===== src/kslm_pkg.sv =====
// kslm_pkg: shared types and constants of the keepalive session link manager.
// Holds the transaction structs, the op and tx kind codes, and the link state
// enum. Depends on nothing.
package kslm_pkg;

  localparam logic [2:0] OP_TICK_BEGIN = 3'd0;
  localparam logic [2:0] OP_TICK_END   = 3'd1;
  localparam logic [2:0] OP_HELLO      = 3'd2;
  localparam logic [2:0] OP_KEEPALIVE  = 3'd3;
  localparam logic [2:0] OP_DATA       = 3'd4;
  localparam logic [2:0] OP_RESET      = 3'd5;
  localparam logic [2:0] OP_SEND       = 3'd6;
  localparam logic [2:0] OP_ILLEGAL    = 3'd7;

  localparam logic [2:0] TX_NONE      = 3'd0;
  localparam logic [2:0] TX_HELLO     = 3'd1;
  localparam logic [2:0] TX_KEEPALIVE = 3'd2;
  localparam logic [2:0] TX_RESET     = 3'd3;
  localparam logic [2:0] TX_DATA      = 3'd4;

  localparam logic CFG_IS_SERVER        = 1'b0;
  localparam logic CFG_START_SESSION_ID = 1'b1;

  localparam logic [15:0] KA_INTERVAL_DEFAULT  = 16'd5;
  localparam logic [15:0] KA_TOLERANCE_DEFAULT = 16'd5;

  localparam logic [1:0] SS_DOWN      = 2'd0;
  localparam logic [1:0] SS_INIT      = 2'd1;
  localparam logic [1:0] SS_UP        = 2'd2;
  localparam logic [1:0] SS_RESETTING = 2'd3;

  typedef enum logic [3:0] {
    LS_DOWN      = 4'b0001,
    LS_INIT      = 4'b0010,
    LS_UP        = 4'b0100,
    LS_RESETTING = 4'b1000
  } link_state_t;

  typedef struct packed {
    logic [2:0]  op;
    logic [31:0] timestamp;
    logic [31:0] msg_session_id;
    logic [31:0] msg_sequence;
    logic        has_interval;
    logic [15:0] new_interval;
    logic        has_tolerance;
    logic [15:0] new_tolerance;
    logic        tx_accept;
  } req_item_t;

  typedef struct packed {
    logic [2:0]  tx_kind;
    logic [31:0] tx_session_id;
    logic [31:0] tx_sequence;
    logic [15:0] tx_interval;
    logic [15:0] tx_tolerance;
    logic        established;
    logic        disconnected;
    logic        deliver;
    logic        send_failed;
    logic        link_down;
    logic [1:0]  link_status;
    logic        last;
  } rsp_item_t;

  typedef struct packed {
    logic [2:0]  kind;
    logic [31:0] sid;
    logic [31:0] seq;
    logic [15:0] ival;
    logic [15:0] tol;
  } tx_t;

  typedef struct packed {
    logic established;
    logic disconnected;
    logic deliver;
    logic send_failed;
    logic link_down;
  } status_t;

  // One classified step as it travels from front to back.
  typedef struct packed {
    logic        dual;
    tx_t         tx0;
    tx_t         tx1;
    status_t     status;
    logic [1:0]  state;
  } step_rec_t;

  function automatic logic [1:0] state_code(link_state_t s);
    logic [1:0] c;
    unique case (s)
      LS_DOWN:      c = SS_DOWN;
      LS_INIT:      c = SS_INIT;
      LS_UP:        c = SS_UP;
      LS_RESETTING: c = SS_RESETTING;
      default:      c = SS_DOWN;
    endcase
    return c;
  endfunction

endpackage


===== src/keepalive_session_link_manager_unit.sv =====
// keepalive_session_link_manager_unit: top level of the session link manager.
// Response transactions leave from the back's output register after the queue.
// Throughput: one request per cycle while the queue is not full; a tick begin
// that sends hello and keepalive holds the output register for both of them.
// Reset: synchronous rst sets the link down, session id and registers to 0,
// interval and tolerance to 5, and empties the queue. Depends on kslm_pkg.
module keepalive_session_link_manager_unit import kslm_pkg::*; (
  input  logic        clk,
  input  logic        rst,
  // request channel
  input  logic        req_valid,
  output logic        req_stall,
  input  req_item_t   req_data,
  // response channel
  output logic        rsp_valid,
  input  logic        rsp_stall,
  output rsp_item_t   rsp_data,
  // configuration writes, only while idle
  input  logic        cfg_we,
  input  logic        cfg_index,
  input  logic [31:0] cfg_data
);

  // Front: state update and step classification in the accept cycle.
  // Queue: two records, so the front keeps accepting while the back waits.
  // Back: output register, splits a record into one or two transactions.

  step_rec_t front_rec;
  step_rec_t head_rec;
  logic      take;
  logic      q_full;
  logic      q_not_empty;
  logic      q_pop;

  // stall comes only from queue occupancy, never from the request valid
  assign req_stall = q_full;
  assign take      = req_valid && !q_full;

  kslm_front u_front (
    .clk       (clk),
    .rst       (rst),
    .cfg_we    (cfg_we),
    .cfg_index (cfg_index),
    .cfg_data  (cfg_data),
    .take      (take),
    .req       (req_data),
    .rec       (front_rec)
  );

  kslm_queue u_queue (
    .clk       (clk),
    .rst       (rst),
    .push      (take),
    .push_rec  (front_rec),
    .pop       (q_pop),
    .full      (q_full),
    .not_empty (q_not_empty),
    .head      (head_rec)
  );

  kslm_back u_back (
    .clk       (clk),
    .rst       (rst),
    .rec_valid (q_not_empty),
    .rec       (head_rec),
    .pop       (q_pop),
    .rsp_valid (rsp_valid),
    .rsp_stall (rsp_stall),
    .rsp_data  (rsp_data)
  );

endmodule


===== src/kslm_front.sv =====
// kslm_front: accepts request transactions, holds the session state and
// classifies each step into a step record. Depends on kslm_pkg.
module kslm_front import kslm_pkg::*; (
  input  logic        clk,
  input  logic        rst,
  input  logic        cfg_we,
  input  logic        cfg_index,
  input  logic [31:0] cfg_data,
  input  logic        take,
  input  req_item_t   req,
  output step_rec_t   rec
);

  typedef struct packed {
    link_state_t state;
    logic [31:0] sess;
    logic        est;
    logic        disc;
  } ctx_t;

  function automatic ctx_t go_to(ctx_t c, link_state_t ns);
    ctx_t r;
    r = c;
    r.state = ns;
    if (c.state != ns && ns == LS_DOWN) r.sess = c.sess + 32'd1;
    if (c.state != LS_UP && ns == LS_UP) r.est = 1'b1;
    else if (c.state == LS_UP && ns != LS_UP) r.disc = 1'b1;
    return r;
  endfunction

  function automatic tx_t mk_tx(logic [2:0] k, logic [31:0] sid, logic [31:0] seq,
                                logic [15:0] iv, logic [15:0] tl);
    tx_t t;
    t.kind = k;
    t.sid  = sid;
    t.seq  = seq;
    t.ival = iv;
    t.tol  = tl;
    return t;
  endfunction

  logic        server_mode;
  link_state_t link_state;
  logic [31:0] current_session;
  logic [31:0] expected_in_seq;
  logic [31:0] sent_out_seq;
  logic [15:0] ka_interval;
  logic [15:0] ka_tolerance;
  logic [31:0] last_sent_time;
  logic [31:0] last_heard_time;

  ctx_t        ctx_next;
  logic [31:0] expected_in_seq_next;
  logic [31:0] sent_out_seq_next;
  logic [15:0] ka_interval_next;
  logic [15:0] ka_tolerance_next;
  logic [31:0] last_sent_time_next;
  logic [31:0] last_heard_time_next;

  logic [31:0] delta;
  logic [31:0] heard_gap;
  logic [31:0] limit;
  logic        due;
  logic        hello_sent;
  logic [31:0] in_seq_inc;

  assign delta      = req.timestamp - last_sent_time;
  assign heard_gap  = req.timestamp - last_heard_time;
  assign limit      = {16'b0, ka_interval} * {16'b0, ka_tolerance};
  assign due        = delta >= {16'b0, ka_interval};
  assign in_seq_inc = expected_in_seq + 32'd1;

  always_comb begin
    ctx_next.state       = link_state;
    ctx_next.sess        = current_session;
    ctx_next.est         = 1'b0;
    ctx_next.disc        = 1'b0;
    expected_in_seq_next = expected_in_seq;
    sent_out_seq_next    = sent_out_seq;
    ka_interval_next     = ka_interval;
    ka_tolerance_next    = ka_tolerance;
    last_sent_time_next  = last_sent_time;
    last_heard_time_next = last_heard_time;
    hello_sent           = 1'b0;
    rec                  = '0;

    unique case (req.op)
      OP_TICK_BEGIN: begin
        if (link_state == LS_DOWN && due && !server_mode) begin
          rec.tx0 = mk_tx(TX_HELLO, current_session, 32'd0, ka_interval, ka_tolerance);
          hello_sent = 1'b1;
          if (req.tx_accept) begin
            expected_in_seq_next = '0;
            sent_out_seq_next    = '0;
            ctx_next = go_to(ctx_next, LS_INIT);
          end
          last_sent_time_next  = req.timestamp;
          last_heard_time_next = req.timestamp;
        end
        // keepalive when due and not down, also after a hello into init
        if (ctx_next.state != LS_DOWN && due) begin
          if (hello_sent) begin
            rec.dual = 1'b1;
            rec.tx1  = mk_tx(TX_KEEPALIVE, ctx_next.sess, 32'd0, 16'd0, 16'd0);
          end else begin
            rec.tx0  = mk_tx(TX_KEEPALIVE, ctx_next.sess, 32'd0, 16'd0, 16'd0);
          end
          last_sent_time_next = req.timestamp;
        end
      end
      OP_TICK_END: begin
        if (link_state != LS_DOWN && heard_gap > limit)
          ctx_next = go_to(ctx_next, LS_RESETTING);
        if (ctx_next.state == LS_RESETTING) begin
          ctx_next = go_to(ctx_next, LS_DOWN);
          if (server_mode)
            rec.tx0 = mk_tx(TX_RESET, ctx_next.sess, 32'd0, 16'd0, 16'd0);
        end
        rec.status.link_down = (ctx_next.state == LS_DOWN);
      end
      OP_HELLO: begin
        // repeated hello of a live session with no data yet is dropped
        if (!(link_state != LS_DOWN && current_session == req.msg_session_id &&
              expected_in_seq == 32'd0)) begin
          expected_in_seq_next = '0;
          sent_out_seq_next    = '0;
          ctx_next.sess        = req.msg_session_id;
          if (req.has_interval)  ka_interval_next  = req.new_interval;
          if (req.has_tolerance) ka_tolerance_next = req.new_tolerance;
          last_heard_time_next = req.timestamp;
          ctx_next = go_to(ctx_next, LS_INIT);
          rec.tx0  = mk_tx(TX_KEEPALIVE, req.msg_session_id, 32'd0, 16'd0, 16'd0);
          last_sent_time_next = req.timestamp;
        end
      end
      OP_KEEPALIVE: begin
        if ((link_state == LS_INIT || link_state == LS_UP) &&
            current_session == req.msg_session_id) begin
          last_heard_time_next = req.timestamp;
          if (link_state == LS_INIT) begin
            rec.tx0 = mk_tx(TX_KEEPALIVE, current_session, 32'd0, 16'd0, 16'd0);
            last_sent_time_next = req.timestamp;
          end
          ctx_next = go_to(ctx_next, LS_UP);
        end
      end
      OP_DATA: begin
        if (link_state == LS_UP && current_session == req.msg_session_id) begin
          expected_in_seq_next = in_seq_inc;
          if (req.msg_sequence != in_seq_inc) begin
            ctx_next = go_to(ctx_next, LS_RESETTING);
          end else begin
            rec.status.deliver   = 1'b1;
            last_heard_time_next = req.timestamp;
          end
        end
      end
      OP_RESET: begin
        ctx_next = go_to(ctx_next, LS_RESETTING);
      end
      OP_SEND: begin
        if (link_state != LS_UP) begin
          rec.status.send_failed = 1'b1;
        end else begin
          rec.tx0 = mk_tx(TX_DATA, current_session, sent_out_seq + 32'd1, 16'd0, 16'd0);
          if (req.tx_accept) sent_out_seq_next = sent_out_seq + 32'd1;
          else               rec.status.send_failed = 1'b1;
        end
      end
      default: begin
        // illegal message: no change
      end
    endcase

    rec.status.established  = ctx_next.est;
    rec.status.disconnected = ctx_next.disc;
    rec.state               = state_code(ctx_next.state);
  end

  // A start session id write only loads the session counter; after reset
  // the register reads zero, which is the counter's reset value.
  always_ff @(posedge clk) begin
    if (rst) begin
      server_mode      <= 1'b0;
      link_state       <= LS_DOWN;
      current_session  <= '0;
      expected_in_seq  <= '0;
      sent_out_seq     <= '0;
      ka_interval      <= KA_INTERVAL_DEFAULT;
      ka_tolerance     <= KA_TOLERANCE_DEFAULT;
      last_sent_time   <= '0;
      last_heard_time  <= '0;
    end else if (cfg_we) begin
      unique case (cfg_index)
        CFG_IS_SERVER:        server_mode     <= cfg_data[0];
        CFG_START_SESSION_ID: current_session <= cfg_data;
        default: ;
      endcase
    end else if (take) begin
      link_state      <= ctx_next.state;
      current_session <= ctx_next.sess;
      expected_in_seq <= expected_in_seq_next;
      sent_out_seq    <= sent_out_seq_next;
      ka_interval     <= ka_interval_next;
      ka_tolerance    <= ka_tolerance_next;
      last_sent_time  <= last_sent_time_next;
      last_heard_time <= last_heard_time_next;
    end
  end

endmodule


===== src/kslm_queue.sv =====
// kslm_queue: two-entry queue of step records between front and back.
// Depends on kslm_pkg.
module kslm_queue import kslm_pkg::*; (
  input  logic      clk,
  input  logic      rst,
  input  logic      push,
  input  step_rec_t push_rec,
  input  logic      pop,
  output logic      full,
  output logic      not_empty,
  output step_rec_t head
);

  step_rec_t  slots [2];
  logic       wr_ptr;
  logic       rd_ptr;
  logic [1:0] count;

  assign full      = count == 2'd2;
  assign not_empty = count != 2'd0;
  assign head      = slots[rd_ptr];

  always_ff @(posedge clk) begin
    if (push) slots[wr_ptr] <= push_rec;
  end

  always_ff @(posedge clk) begin
    if (rst) begin
      wr_ptr <= 1'b0;
      rd_ptr <= 1'b0;
      count  <= 2'd0;
    end else begin
      if (push) wr_ptr <= ~wr_ptr;
      if (pop)  rd_ptr <= ~rd_ptr;
      unique case ({push, pop})
        2'b10:   count <= count + 2'd1;
        2'b01:   count <= count - 2'd1;
        default: count <= count;
      endcase
    end
  end

endmodule


===== src/kslm_back.sv =====
// kslm_back: takes step records from the queue and sends them out as one
// or two response transactions from an output register. Depends on kslm_pkg.
module kslm_back import kslm_pkg::*; (
  input  logic      clk,
  input  logic      rst,
  input  logic      rec_valid,
  input  step_rec_t rec,
  output logic      pop,
  output logic      rsp_valid,
  input  logic      rsp_stall,
  output rsp_item_t rsp_data
);

  logic      have;
  logic      phase;
  step_rec_t cur;
  logic      first_of_two;
  logic      item_done;
  logic      advance;
  tx_t       tx_sel;

  assign first_of_two = cur.dual && !phase;
  assign item_done    = have && !rsp_stall;
  assign advance      = !have || (item_done && !first_of_two);
  assign pop          = advance && rec_valid;
  assign rsp_valid    = have;
  assign tx_sel       = phase ? cur.tx1 : cur.tx0;

  always_comb begin
    rsp_data.tx_kind       = tx_sel.kind;
    rsp_data.tx_session_id = tx_sel.sid;
    rsp_data.tx_sequence   = tx_sel.seq;
    rsp_data.tx_interval   = tx_sel.ival;
    rsp_data.tx_tolerance  = tx_sel.tol;
    rsp_data.link_status   = cur.state;
    // status pulses ride on the final transaction only
    rsp_data.established   = first_of_two ? 1'b0 : cur.status.established;
    rsp_data.disconnected  = first_of_two ? 1'b0 : cur.status.disconnected;
    rsp_data.deliver       = first_of_two ? 1'b0 : cur.status.deliver;
    rsp_data.send_failed   = first_of_two ? 1'b0 : cur.status.send_failed;
    rsp_data.link_down     = first_of_two ? 1'b0 : cur.status.link_down;
    rsp_data.last          = !first_of_two;
  end

  always_ff @(posedge clk) begin
    if (rst) begin
      have  <= 1'b0;
      phase <= 1'b0;
    end else if (item_done && first_of_two) begin
      phase <= 1'b1;
    end else if (advance) begin
      have  <= rec_valid;
      phase <= 1'b0;
    end
  end

  always_ff @(posedge clk) begin
    if (pop) cur <= rec;
  end

endmodule

===== config.mk =====
export PLATFORM = sky130hd
export DESIGN_NAME = keepalive_session_link_manager_unit
export DESIGN_NICKNAME = d
export VERILOG_FILES = /design/src/kslm_pkg.sv /design/src/keepalive_session_link_manager_unit.sv /design/src/kslm_front.sv /design/src/kslm_queue.sv /design/src/kslm_back.sv
export SDC_FILE = /design/constraint.sdc
export NUM_CORES = 2
export LEC_CHECK = 0
export BUFFER_PORTS_ARGS = -buffer_cell sky130_fd_sc_hd__clkbuf_2
export CORE_MARGIN = 8
export CORE_UTILIZATION = 30
export CTS_BUF_LIST = sky130_fd_sc_hd__clkbuf_8 sky130_fd_sc_hd__clkbuf_16
export CTS_CLUSTER_SIZE = 25
export DETAILED_ROUTE_END_ITERATION = 6
export GPL_ROUTABILITY_DRIVEN = 0
export GPL_TIMING_DRIVEN = 0
export SYNTH_ARGS = -nofsm -noshare
export SYNTH_HDL_FRONTEND = slang
export SYNTH_SLANG_ARGS = --single-unit

===== constraint.sdc =====
create_clock -name clk -period 22.3 [get_ports clk]
set_input_delay 4.46 -clock clk [delete_from_list [all_inputs] [get_ports clk]]
set_output_delay 4.46 -clock clk [all_outputs]
set_load 0.03 [all_outputs]

======== Word level (Yosys, flattened, before mapping) ========
Memories as Yosys holds them, arrays and structs flattened. A register that Yosys moved wholly into a read port is not among the register bits.
Index checks and enable logic that the tools add are counted.
W data, S select, Z words.
word-level totals
  ROM bits ................................ 0
  output and inout port bits .............. 109
  memories kept ........................... 1
  latch bits .............................. 0
  bits in writable memories ............... 412
  word-level logic and storage cells ...... 185
  register bits after elaboration ......... 203
  input bits .............................. 172
memory list
  name           depth  width  rd ports  clocked after memory_dff  wr ports  RTL line          source
  u_queue.slots  2      206    1         1                         1         kslm_queue.sv:14  step_rec_t slots [2];
cells by class
  order comparisons ....................... 2
  multipliers ............................. 1
  mux-type cells .......................... 72
  add/subtract/negate cells ............... 7
  equality and inequality tests ........... 39
  bitwise gates (word level) .............. 6
  divide/modulo/power cells ............... 0
  shift operators ......................... 0
  reduce and logical (&&, ||, !) cells .... 43
operators with widths
  kind                     count
  $mux W32                 18
  $mux W99                 5
  $pmux W99 S5             1
  $mux W98                 5
  $mux W38                 11
  $pmux W32 S3             3
  $pmux W38 S6             1
  $mux W199                1
  $pmux W32 S4             1
  $mux W97                 1
  $add A32 B1 Y32 const B  3
  $sub A32 B32 Y32         2
  $eq A32 B32 Y1           1
  $ge A32 B16 Y1           1
  $gt A32 B32 Y1           1
  $logic_not A32 Y1        1
  $mul A16 B16 Y32         1
  $ne A32 B32 Y1           1
  $mux W1                  23
  $reduce_and A7 Y1        3
  $ne A2 B2 Y1 const B     8
  $reduce_and A8 Y1        2
  $logic_and A1 B1 Y1      14
  $eq A4 B3 Y1 const B     3
  other kinds (26)         59

======== Logic depth before layout (Yosys ltp) ========
  word-level depth ........................ 12
  depth in mapped cells ................... 41

======== Modules after synthesis ========
Synthesis repeated with hierarchy kept, for this count alone.
second synthesis, totals
  cell total of the unflattened synthesis .. 4481
  area, all modules ....................... 50024.2 µm²
modules (own cells, without submodules)
  module                               area each (µm²)  times used  sequential area each (µm²)  cells each
  kslm_front                           26779.4          1           3943.8                      3483
  kslm_queue                           15645.0          1           12472.0                     663
  kslm_back                            7586.0           1           6226.0                      334
  keepalive_session_link_manager_unit  13.8             1           0.0                         1

======== Least setup slack after synthesis ========
OpenSTA, ideal clock, no wires.
  kind .................................... in2reg
  start ................................... in req_valid
  end ..................................... mem u_queue.slots[0][0] (netlist bit) (enable)
  library setup time ...................... 639 ps
  required time ........................... 21661 ps
  stages .................................. 3
  arrival time ............................ 10440 ps
  path buffers ............................ 1
  slack ................................... 11221 ps
  path through ............................ nand2b_1 > clkbuf_1 > nor2_1
between the ends
  word-level cells in the longest chain between the ends .. 3
ends and longest elaborated chain
  item                           RTL line                                   source
  start: declaration             keepalive_session_link_manager_unit.sv:11  input logic req_valid,
  $logic_and A1 B1 Y1            keepalive_session_link_manager_unit.sv:37  assign take = req_valid && !q_full;
  $mux W1                        kslm_queue.sv:24                           if (push) slots[wr_ptr] <= push_rec;
  $mux W1 (implied by the code)  kslm_queue.sv:24
  end: declaration               kslm_queue.sv:14
No other way between the ends.

==> metrics.md <==
| Metric | Value |
|---|---|
| Status | `finished, final reports clean` |
| FP Rows | `135` |
| Flop pwr share | `41.3%` |
| Overflow after GRT | `0` |
| CTS tree | `done` |
| Clk pwr share | `31.1%` |
| CTS max path bufs | `3` |
| Drt drc | `0` |
| Worst r2r path cells | `36` |
| Pleak | `0.0187 µW` |
| Hold Path Depth | `2` |
| Fmax | `84.6 MHz` |
| Layout cells sized above 1 | `13.5%` |
| Slowest cell on crit path | `o311ai_0` |
| Worst path arrival time | `12.16 ns` |
| Sw Ratio | `33.6%` |
| Reg2reg end | `u_queue.slots[0][196]$_DFFE_PP_` |
| Gate Count Post-Synth | `4108` |
| Max-cap violations | `0` |
| Overall Power | `3770 µW` |
| Post-synth cell types | `82` |
| Fin cells | `6338` |
| Initial DRC count | `2666` |
| Placed Area | `44900 µm²` |
| Slew Limit Fails | `0` |
| Die X | `386 µm` |
| Critical Path Start Type | `flip-flop` |
| Ys flop type | `edfxtp_1` |
| Synth top area cells | `edfxtp_1 31%, dfxtp_1 9.9%, fa_1 9.6%, ha_1 6.7%, mux2_2 4.8%` |
| Design area | `47300 µm²` |
| Register bit total from synthesis | `620` |
| Least-Margin Pin Slew | `1.40 ns` |
| Vias per cell | `5.08` |
| Hold EP | `u_front.last_sent_time[6]$_SDFFE_PP0P_` |
| Clock Skews | `0.0343 ns` |
| Comb pwr share | `27.6%` |
| Kind of critical path | `flip-flop to flip-flop` |
| Cell Area, Synth | `41000 µm²` |
| Core Box Area | `136000 µm²` |
| Hold path start | `u_front.last_sent_time[6]$_SDFFE_PP0P_` |
| WL per Instance | `20.5 µm` |
| Setup TNS | `0 ns` |
| Switching power | `1270 µW` |
| Syn nets | `4695` |
| Die Footprint | `149000 µm²` |
| Worst vdd ir | `0.0628 mV` |
| DRT Wirelength | `130 mm` |
| Port Buffers | `276` |
| H-tree levels | `3` |
| Cells after DPL | `6177` |
| Internal power | `2500 µW` |
| Cts hold-fix bufs | `0` |
| Slew HR | `5.62%` |
| Post-route minimum period | `11.81 ns` |
| Hpwl dp | `102 mm` |
| Hold Crit Class | `flip-flop to flip-flop` |
| Inserted Clock Buffers | `70` |
| FF-to-FF setup slack | `10.49 ns` |
| Final Hold Viols | `0` |
| Layout Nets | `5055` |
| Via count | `32200` |
| Power Density | `79.6 nW/µm²` |
| Synth warn | `0` |
| Tcrit/Tclk final | `53.0%` |
| Post-synth EDFFs | `417` |
| Area Overhead vs Synth | `15.5%` |
| Clock Latency Late Sink | `0.67 ns` |
| ANT nets after route | `0` |
| Die Y | `386 µm` |
| Dominant cell type by area after synthesis | `edfxtp_1` |
| Root Buffer | `clkbuf_16` |
| Total global-route track usage | `17.0%` |
| RSZ-0062 raised after global routing | `no` |
| Worst path most repeated cell | `fa_1` |
| Sequential share of the synthesized area | `40.5%` |
| Asr flop ratio synth | `0%` |
| Largest net degree at the start of global routing | `62` |
| # resized after CTS | `0` |
| Starting density of the core | `30.2%` |
| IO Pins | `281` |
| TritonRoute pass-1 iters | `6` |
| Crit-path max cell delay | `0.86 ns` |
| Initial antenna violation count | `51` |
| Vias in the first global route | `31300` |
| Mean post-synth cell area | `9.98 µm²` |
| Reg-to-Reg Start | `u_front.ka_interval[7]$_SDFFE_PP0P_` |
| First-pass GRT wire length | `194 mm` |
| Setup bufs post-CTS | `0` |
| Critical path endpoint category | `flip-flop` |
| Final-layout fill cell count | `13700` |
| Clock Pin Slew Worst Setup and Hold Paths | `0.06 ns` |
| Final-report setup violation count | `0` |
| Post-synth top area share | `30.5%` |
| Clock sink count | `620` |
| CP Data Required Time | `22.65 ns` |
| Worst-path fanout max | `10` |
| Final Util | `34.9%` |
==> critical path: cells and delay by family (launching register included) <==
family	cells	cell delay, ns
and+or+nand+nor	9	1.66
buffers and inverters	7	1.91
DFF	1	0.30
AOI/OAI and AO/OA	11	3.85
xor gates and xnor gates	1	0.09
adders and majority gates	8	3.65
==> final cells by class <==
| type | instances | area (µm²) | area share, % |
|---|---|---|---|
| multi-input cells | 2889 | 22200 | 46.8 |
| flip-flops and latches | 620 | 16600 | 35.0 |
| well taps | 1781 | 2230 | 4.71 |
| clock buffers | 76 | 1830 | 3.88 |
| repair buffers | 288 | 1640 | 3.46 |
| inverters | 350 | 1310 | 2.78 |
| plain buffers | 249 | 972 | 2.05 |
| clock inverters | 54 | 510 | 1.08 |
| diodes | 31 | 77.6 | 0.164 |
==> cells in the final DEF (no fill, tap or decap), types with 12 or more instances in the layout <==
master,synthesis,layout
a211oi_1,44,44
a21o_1,40,40
a21oi_1,207,207
a22oi_1,34,34
a311oi_1,25,25
a31oi_1,24,24
and2_1,176,176
and3_1,62,62
and4_1,17,17
buf_1,16,16
buf_2,12,12
clkbuf_1,215,215
clkbuf_16,0,70
clkbuf_2,0,276
dfxtp_1,203,203
diode_2,0,31
edfxtp_1,417,417
fa_1,196,196
ha_1,219,219
inv_1,350,368
mux2_2,173,173
mux2i_1,58,58
nand2_1,365,365
nand2b_1,28,28
nand3_1,103,103
nand3b_1,17,17
nand4_1,37,37
nor2_1,281,279
nor2b_1,92,92
nor3_1,71,71
nor4_1,31,30
o211ai_1,33,33
o21a_1,18,17
o21ai_0,167,167
o21ai_1,12,12
or3_1,16,16
xnor2_1,111,111
xor2_1,115,115
==> metrics by stage <==
| step | setup WS [ns] | hold slack [ns] |
|---|---|---|
| floorplan | 11.22 | 0.444 |
| global placement | 6.86 | 0.453 |
| detailed placement | 10.03 | 0.467 |
| CTS | 10.15 | 0.475 |
| global route | 9.68 | 0.491 |
| finish | 10.49 | 0.477 |
==> worst max-delay path by stage <==
stage                                                    from                               to  slack [ns]  cells after the start
after floorplan                                     req_valid    u_queue.slots[0][0]$_DFFE_PP_       11.22                      3
after global placement                              req_valid  u_queue.slots[1][146]$_DFFE_PP_        6.86                      4
after detailed placement                         req_data[99]  u_queue.slots[0][194]$_DFFE_PP_       10.03                     31
after CTS                 u_front.ka_interval[7]$_SDFFE_PP0P_  u_queue.slots[1][194]$_DFFE_PP_       10.15                     39
after global routing      u_front.ka_interval[7]$_SDFFE_PP0P_  u_queue.slots[0][196]$_DFFE_PP_        9.68                     36
final                     u_front.ka_interval[7]$_SDFFE_PP0P_  u_queue.slots[0][196]$_DFFE_PP_       10.49                     36
==> registers in the layout (all words and copies together) (netlist names) <==
| register | count |
|---|---|
| u_queue.rd_ptr | 1 |
| u_back.cur | 137 |
| u_front.expected_in_seq | 32 |
| u_front.last_sent_time | 32 |
| u_front.server_mode | 1 |
| u_front.sent_out_seq | 32 |
| u_front.last_heard_time | 32 |
| u_front.ka_interval | 16 |
| u_queue.wr_ptr | 1 |
| u_back.phase | 1 |
| u_back.rsp_valid | 1 |
| u_front.link_state | 4 |
| u_front.ka_tolerance | 16 |
| u_queue.slots | 278 |
| u_front.current_session | 32 |
| u_back.rsp_data | 2 |
| u_queue.count | 2 |
==> Yosys cell counts, types with 16 or more instances <==
library cell / instances
nor2b_1: 92
xnor2_1: 111
nand3_1: 103
a211oi_1: 44
o211ai_1: 33
inv_1: 350
and2_1: 176
o21ai_0: 167
nand2b_1: 28
dfxtp_1: 203
nor2_1: 281
and4_1: 17
nand4_1: 37
edfxtp_1: 417
buf_1: 16
a311oi_1: 25
mux2i_1: 58
a21oi_1: 207
nor4_1: 31
nand2_1: 365
a21o_1: 40
and3_1: 62
nand3b_1: 17
a31oi_1: 24
ha_1: 219
mux2_2: 173
nor3_1: 71
a22oi_1: 34
clkbuf_1: 215
or3_1: 16
o21a_1: 18
fa_1: 196
xor2_1: 115
==> logic make-up after synthesis <==
logic type	count (synthesis)	synth area share, %
AND/OR/NAND/NOR	1327	16.1
AO/OA/AOI/OAI	690	10.6
flip-flops	620	40.5
buffers and inverters	599	5.58
adder cells (fa/ha/maj)	415	16.3
multiplexers	231	6.17
XOR/XNOR	226	4.83
==> power by group through the flow <==
stage / clock, µW / combinational [µW] / sequential (µW)
6_report: 1170 / 1040 / 1560
5_1_grt: 1240 / 1120 / 1580
4_1_cts: 1200 / 1050 / 1560
3_5_place_dp: 0 / 1050 / 1580
3_3_place_gp: 0 / 1000 / 1650
2_1_floorplan: 0 / 665 / 1600
==> metal layers <==
metal  track usage, %  vias up  share of wire [%]
li1                 -    15000                  -
met5                0        -               0.12
met4             4.35       22                2.4
met1             22.9    15800                 43
met2             26.3     1143                 44
met3             5.44      200                 10
No activity file was read; power rests on OpenSTA's default activity.
